$ cat config.mk
export PLATFORM = sky130hd
export DESIGN_NAME = bia_ctrl
export DESIGN_NICKNAME = d
export VERILOG_FILES = /design/src/hw/rtl/bia_pkg.sv /design/src/hw/rtl/bia_ctrl.sv
export SDC_FILE = /design/constraint.sdc
export NUM_CORES = 1
export LEC_CHECK = 0
export BUFFER_PORTS_ARGS = -buffer_cell sky130_fd_sc_hd__buf_2
export CAP_MARGIN = 10
export CORE_AREA = 2 2 39 41
export DETAILED_ROUTE_END_ITERATION = 8
export DIE_AREA = 0 0 41 43
export GPL_TIMING_DRIVEN = 0
export SLEW_MARGIN = 20
export SYNTH_ARGS = -nofsm -noshare
export SYNTH_HDL_FRONTEND = slang
export SYNTH_SLANG_ARGS = --single-unit
$ cat constraint.sdc
create_clock -name clk -period 1.6 [get_ports clk]
set_input_delay 0.08 -clock clk [delete_from_list [all_inputs] [get_ports clk]]
set_output_delay 0.08 -clock clk [all_outputs]
set_load 0.03 [all_outputs]
$ cat src/hw/rtl/bia_pkg.sv
`default_nettype none
// ----------------------------------------------------------------------------
// bia_pkg: shared constants and types of the bitmap ID allocator
// Geometry of the used map, command codes and the command/status bundles
// that join the controller and the datapath.
// ----------------------------------------------------------------------------
package bia_pkg;

    // Map geometry (both counts are powers of two)
    localparam int TABLE_WORDS = 2048;
    localparam int WORD_BITS   = 32;
    localparam int ID_W        = 16;
    localparam int CMD_W       = 3;

    localparam int ID_SPACE   = 1 << ID_W;
    localparam int MAP_BITS   = TABLE_WORDS * WORD_BITS;
    localparam int CAPACITY   = (MAP_BITS < ID_SPACE) ? MAP_BITS : ID_SPACE;
    localparam int ADDR_W     = $clog2(TABLE_WORDS);
    localparam int BIT_W      = $clog2(WORD_BITS);
    localparam int SCAN_WORDS = CAPACITY / WORD_BITS;
    localparam int CNT_W      = $clog2(CAPACITY + 1);

    // Command codes
    localparam logic [CMD_W-1:0] CMD_CLEAR = 3'd0;
    localparam logic [CMD_W-1:0] CMD_ALLOC = 3'd1;
    localparam logic [CMD_W-1:0] CMD_FREE  = 3'd2;
    localparam logic [CMD_W-1:0] CMD_MARK  = 3'd3;
    localparam logic [CMD_W-1:0] CMD_QUERY = 3'd4;

    // Status codes
    localparam logic ST_OK   = 1'b0;
    localparam logic ST_FULL = 1'b1;

    typedef logic [WORD_BITS-1:0] word_t;

    // Controller to datapath
    typedef struct packed {
        logic load;        // latch the incoming word
        logic sweep_init;  // start a clearing pass
        logic sweep_step;  // write one zero word
        logic rd_start;    // first map read of a command
        logic scan_next;   // step the scan to the next word and read it
        logic alloc_wr;    // set the found bit and update pointer
        logic upd;         // finish free, mark or query
        logic res_full;    // result: map full
        logic res_clear;   // result: clear done
        logic res_miss;    // result: id outside the map
        logic out_load;    // move result into the output register
    } bia_ctl_t;

    // Datapath to controller
    typedef struct packed {
        logic op_clear;
        logic op_alloc;
        logic full;
        logic id_in_map;
        logic scan_hit;
        logic sweep_last;
        logic out_free;
    } bia_sts_t;

endpackage
`default_nettype wire

$ cat src/hw/rtl/bia_ctrl.sv
`default_nettype none
// ----------------------------------------------------------------------------
// bia_ctrl: command sequencer of the bitmap ID allocator
// Walks each command through decode, map access and result hand-off, and
// runs the clearing pass after reset and on a clear command.
// ----------------------------------------------------------------------------
module bia_ctrl
    import bia_pkg::*;
(
    input  wire logic     clk,
    input  wire logic     rst_n,
    input  wire logic     req_valid,
    output logic          req_ready,
    input  wire bia_sts_t sts,
    output bia_ctl_t      ctl
);

    localparam logic [2:0] S_SWEEP  = 3'd0;
    localparam logic [2:0] S_IDLE   = 3'd1;
    localparam logic [2:0] S_DECODE = 3'd2;
    localparam logic [2:0] S_SCAN   = 3'd3;
    localparam logic [2:0] S_RMW    = 3'd4;
    localparam logic [2:0] S_DONE   = 3'd5;

    logic [2:0] state_reg, state_next;
    logic       reply_reg, reply_next;

    // Next state and command decode
    always_comb
    begin
        state_next = state_reg;
        reply_next = reply_reg;
        ctl        = '0;
        req_ready  = 1'b0;
        unique case (state_reg)
            S_SWEEP:
            begin
                ctl.sweep_step = 1'b1;
                if (sts.sweep_last)
                begin
                    reply_next = 1'b0;
                    if (reply_reg)
                    begin
                        ctl.res_clear = 1'b1;
                        state_next    = S_DONE;
                    end
                    else
                    begin
                        state_next = S_IDLE;
                    end
                end
            end
            S_IDLE:
            begin
                req_ready = 1'b1;
                if (req_valid)
                begin
                    ctl.load   = 1'b1;
                    state_next = S_DECODE;
                end
            end
            S_DECODE:
            begin
                if (sts.op_clear)
                begin
                    ctl.sweep_init = 1'b1;
                    reply_next     = 1'b1;
                    state_next     = S_SWEEP;
                end
                else if (sts.op_alloc)
                begin
                    if (sts.full)
                    begin
                        ctl.res_full = 1'b1;
                        state_next   = S_DONE;
                    end
                    else
                    begin
                        ctl.rd_start = 1'b1;
                        state_next   = S_SCAN;
                    end
                end
                else if (sts.id_in_map)
                begin
                    ctl.rd_start = 1'b1;
                    state_next   = S_RMW;
                end
                else
                begin
                    ctl.res_miss = 1'b1;
                    state_next   = S_DONE;
                end
            end
            S_SCAN:
            begin
                if (sts.scan_hit)
                begin
                    ctl.alloc_wr = 1'b1;
                    state_next   = S_DONE;
                end
                else
                begin
                    ctl.scan_next = 1'b1;
                end
            end
            S_RMW:
            begin
                ctl.upd    = 1'b1;
                state_next = S_DONE;
            end
            S_DONE:
            begin
                if (sts.out_free)
                begin
                    ctl.out_load = 1'b1;
                    state_next   = S_IDLE;
                end
            end
            default:
            begin
                state_next = S_IDLE;
            end
        endcase
    end

    // State registers: start with a clearing pass
    always_ff @(posedge clk or negedge rst_n)
    begin
        if (!rst_n)
        begin
            state_reg <= S_SWEEP;
            reply_reg <= 1'b0;
        end
        else
        begin
            state_reg <= state_next;
            reply_reg <= reply_next;
        end
    end

endmodule
`default_nettype wire

==> impl_metrics.ini <==
[run_status]
outcome = complete, no violations

[routing]
wl_um = 960
drc = 0
dr.pass1.iters = 4
vias_per_cell = 4.94
ant_nets = 0
vias = 430
drt-initial-drc-count = 6
wl_per_cell_um = 11.0

[clocking]
cts_tree = built
worstSkewPairLatency_ps = 230
clkTransAtPathRegs_ps = 40
cts_htree_levels = 1
cts_sinks = 4
cts_setup_buffers = 0
root_buffer = clkbuf_4
cts_buffers = 3
clock_path_buffers = 2

[layout]
syn_to_final_growth_pct = 45.9
fillCellCount = 145
multi_input_area_um2 = 275
fin_area_um2 = 557
largest_register_ff_count = 3
final_common_cell = buf_2
drive_above_1_share = 0.521
layout.area.seq_um2 = 101
insertedDiodeCount = 0
nets = 83
layout_common_cells = buf_2 (21), nand2_1 (5), nor2_1 (4), clkbuf_4 (4)

[pwr]
power_leakage_nw = 0.283
peakVddDrop_mv = 0.703
powerDensity_mw_per_mm2 = 1690

[sta]
setup_violations = 0
rsz0062_at_grt = false
slew_headroom = 0.861
clock_skew_ps = 2.26
fmax_mhz = 673
setup_tns_ps = 0
fin_crit_ps = 1490
hold_viol = 0
worst_pin_slew_ps = 207
finalMaxSlewViolations = 0
fin_crit_sh = 0.929

[critical_path]
end_kind = output pin
r2r-end = state_reg[2]$_DFFE_PN0P_
cp.arrival_ps = 1410
reg2reg_slack_ps = 330
slowest_delay_ps = 400
start_kind = register
slowest_stage = dfrtp_1
crit_required_ps = 1520
critPathMaxFanout = 10
critical_path_class = register to output pin
reg2reg_depth = 4
path_cells = buf_6 > nor2_2 > and2_4 > and3_1 > buf_2
r2r_start = state_reg[1]$_DFFE_PN0P_

[floorplan]
die_w_um = 41
placementRows = 14
boundaryPins = 22
start_util = 0.276
core_mm2 = 0.00138
die_y_um = 43
dieArea_mm2 = 0.00176

[min_path]
worstHoldPathCells = 3
whs_endpoint = reply_reg$_DFFE_PN0P_
hold_start = sts[1]
min_path_type = primary input to register

[placed_design]
placed_area_um2 = 512
dp_hpwl_um = 752
port_buffers = 21
gp_congestion = 0.737

[synth]
ys_warn_count = 0
syn_area_um2 = 382
ys_types = 28
ys_seq_elements = 4
syn_avg_cell_area_um2 = 8.30
yosysSeqAreaShare = 0.262
synthesis.nets = 56
syn-instance-count = 46

[global_routing]
grt_start_max_net_pins = 11
grt_pass1_vias = 364
antenna_found_initial = 0
grt_pass1_wl_um = 1530
grt.total_usage = 0.132
gr-total-overflow = 0

[job]
drv_cap = 0
-- metal layers --
metal | up-vias | GRT usage | part of all wire
li1 | 215 | - | -
met1 | 192 | 0.175 | 0.46
met2 | 23 | 0.166 | 0.46
met3 | 0 | 0.0785 | 0.079
met4 | 0 | 0.0600 | 0
met5 | - | 0 | 0
-- synth_stat cells --
| cell type | number | share of area |
|---|---|---|
| buf_2 | 1 | 0.013 |
| o21ai_1 | 1 | 0.013 |
| o2bb2ai_1 | 1 | 0.023 |
| nor2b_1 | 1 | 0.016 |
| and2_1 | 1 | 0.016 |
| and2b_4 | 1 | 0.026 |
| o32ai_2 | 1 | 0.043 |
| and3_2 | 1 | 0.020 |
| o22ai_2 | 1 | 0.033 |
| inv_1 | 1 | 0.0098 |
| or2_1 | 2 | 0.033 |
| a211o_1 | 1 | 0.023 |
| nand3b_1 | 1 | 0.020 |
| and3_1 | 2 | 0.033 |
| nand2_1 | 5 | 0.049 |
| a221oi_2 | 1 | 0.039 |
| a31oi_1 | 1 | 0.016 |
| a21oi_1 | 2 | 0.026 |
| dfrtp_1 | 4 | 0.26 |
| nor3_1 | 2 | 0.026 |
| a21oi_2 | 1 | 0.023 |
| nor3_2 | 1 | 0.026 |
| nor2_1 | 5 | 0.049 |
| buf_6 | 1 | 0.030 |
| nand2b_1 | 3 | 0.049 |
| a21o_1 | 1 | 0.020 |
| nor3b_1 | 2 | 0.039 |
| and2_4 | 1 | 0.023 |
-- critical path: cells and delay by family, from the launching register on --
| family | cells | cell delay (ps) |
|---|---|---|
| buffers and inverters | 2 | 350 |
| flip-flops | 1 | 400 |
| AND/OR/NAND/NOR | 3 | 420 |
-- cells by family (layout without fill, tap and decap cells) --
group / count (synthesis) / in the layout / synth area share
buffers and inverters: 3 / 28 / 0.0524
AND/OR/NAND/NOR: 28 / 28 / 0.426
AO/OA/AOI/OAI: 11 / 11 / 0.259
flip-flops: 4 / 4 / 0.262
-- area by class of cell --
cell class / instances / area share
plain buffers: 2 / 0.0292
clock buffers: 3 / 0.0404
inverters: 1 / 0.00674
multi-input cells: 39 / 0.494
flip-flops and latches: 4 / 0.182
well taps: 16 / 0.0360
repair buffers: 22 / 0.211
-- stage by stage --
stage,hold WS (ps),total power (W),setup slack (ps),util,cells
floorplan,-216,0.000656,18.1,-,46
global placement,-112,0.000787,295,0.370,83
detailed placement,-109,0.000797,278,0.370,83
CTS,162,0.000927,50.7,0.393,87
global route,169,0.00103,3.52,0.402,87
finish,166,0.000942,113,0.402,87
-- power by group --
part | leakage [nW] | switching [W] | internal (W) | total, W
Clock | 0.0138 | 0.0000408 | 0.0000839 | 0.000125
Combinational | 0.221 | 0.000367 | 0.000247 | 0.000613
Sequential | 0.0482 | 0.0000586 | 0.000145 | 0.000204
Total | 0.283 | 0.000466 | 0.000476 | 0.000942
-- what timing repair did --
item,CTS,global route
hold endpoints to repair,4,0
setup endpoints to repair,0,3
hold buffers,1,0
resized for setup,0,4
-- how the worst max path moves through the flow --
stage	endpoint	start	slack, ps	depth (start not counted)
2_1_floorplan	state_reg[1]$_DFFE_PN0P_	state_reg[2]$_DFFE_PN0P_	20	4
3_3_place_gp	ctl[3]	state_reg[0]$_DFFE_PN0P_	300	5
3_5_place_dp	state_reg[2]$_DFFE_PN0P_	state_reg[0]$_DFFE_PN0P_	280	5
4_1_cts	ctl[3]	state_reg[0]$_DFFE_PN0P_	50	5
5_1_grt	ctl[2]	state_reg[2]$_DFFE_PN0P_	4	4
6_report	ctl[3]	state_reg[0]$_DFFE_PN0P_	110	5
Power figures use the tool's default switching activity.
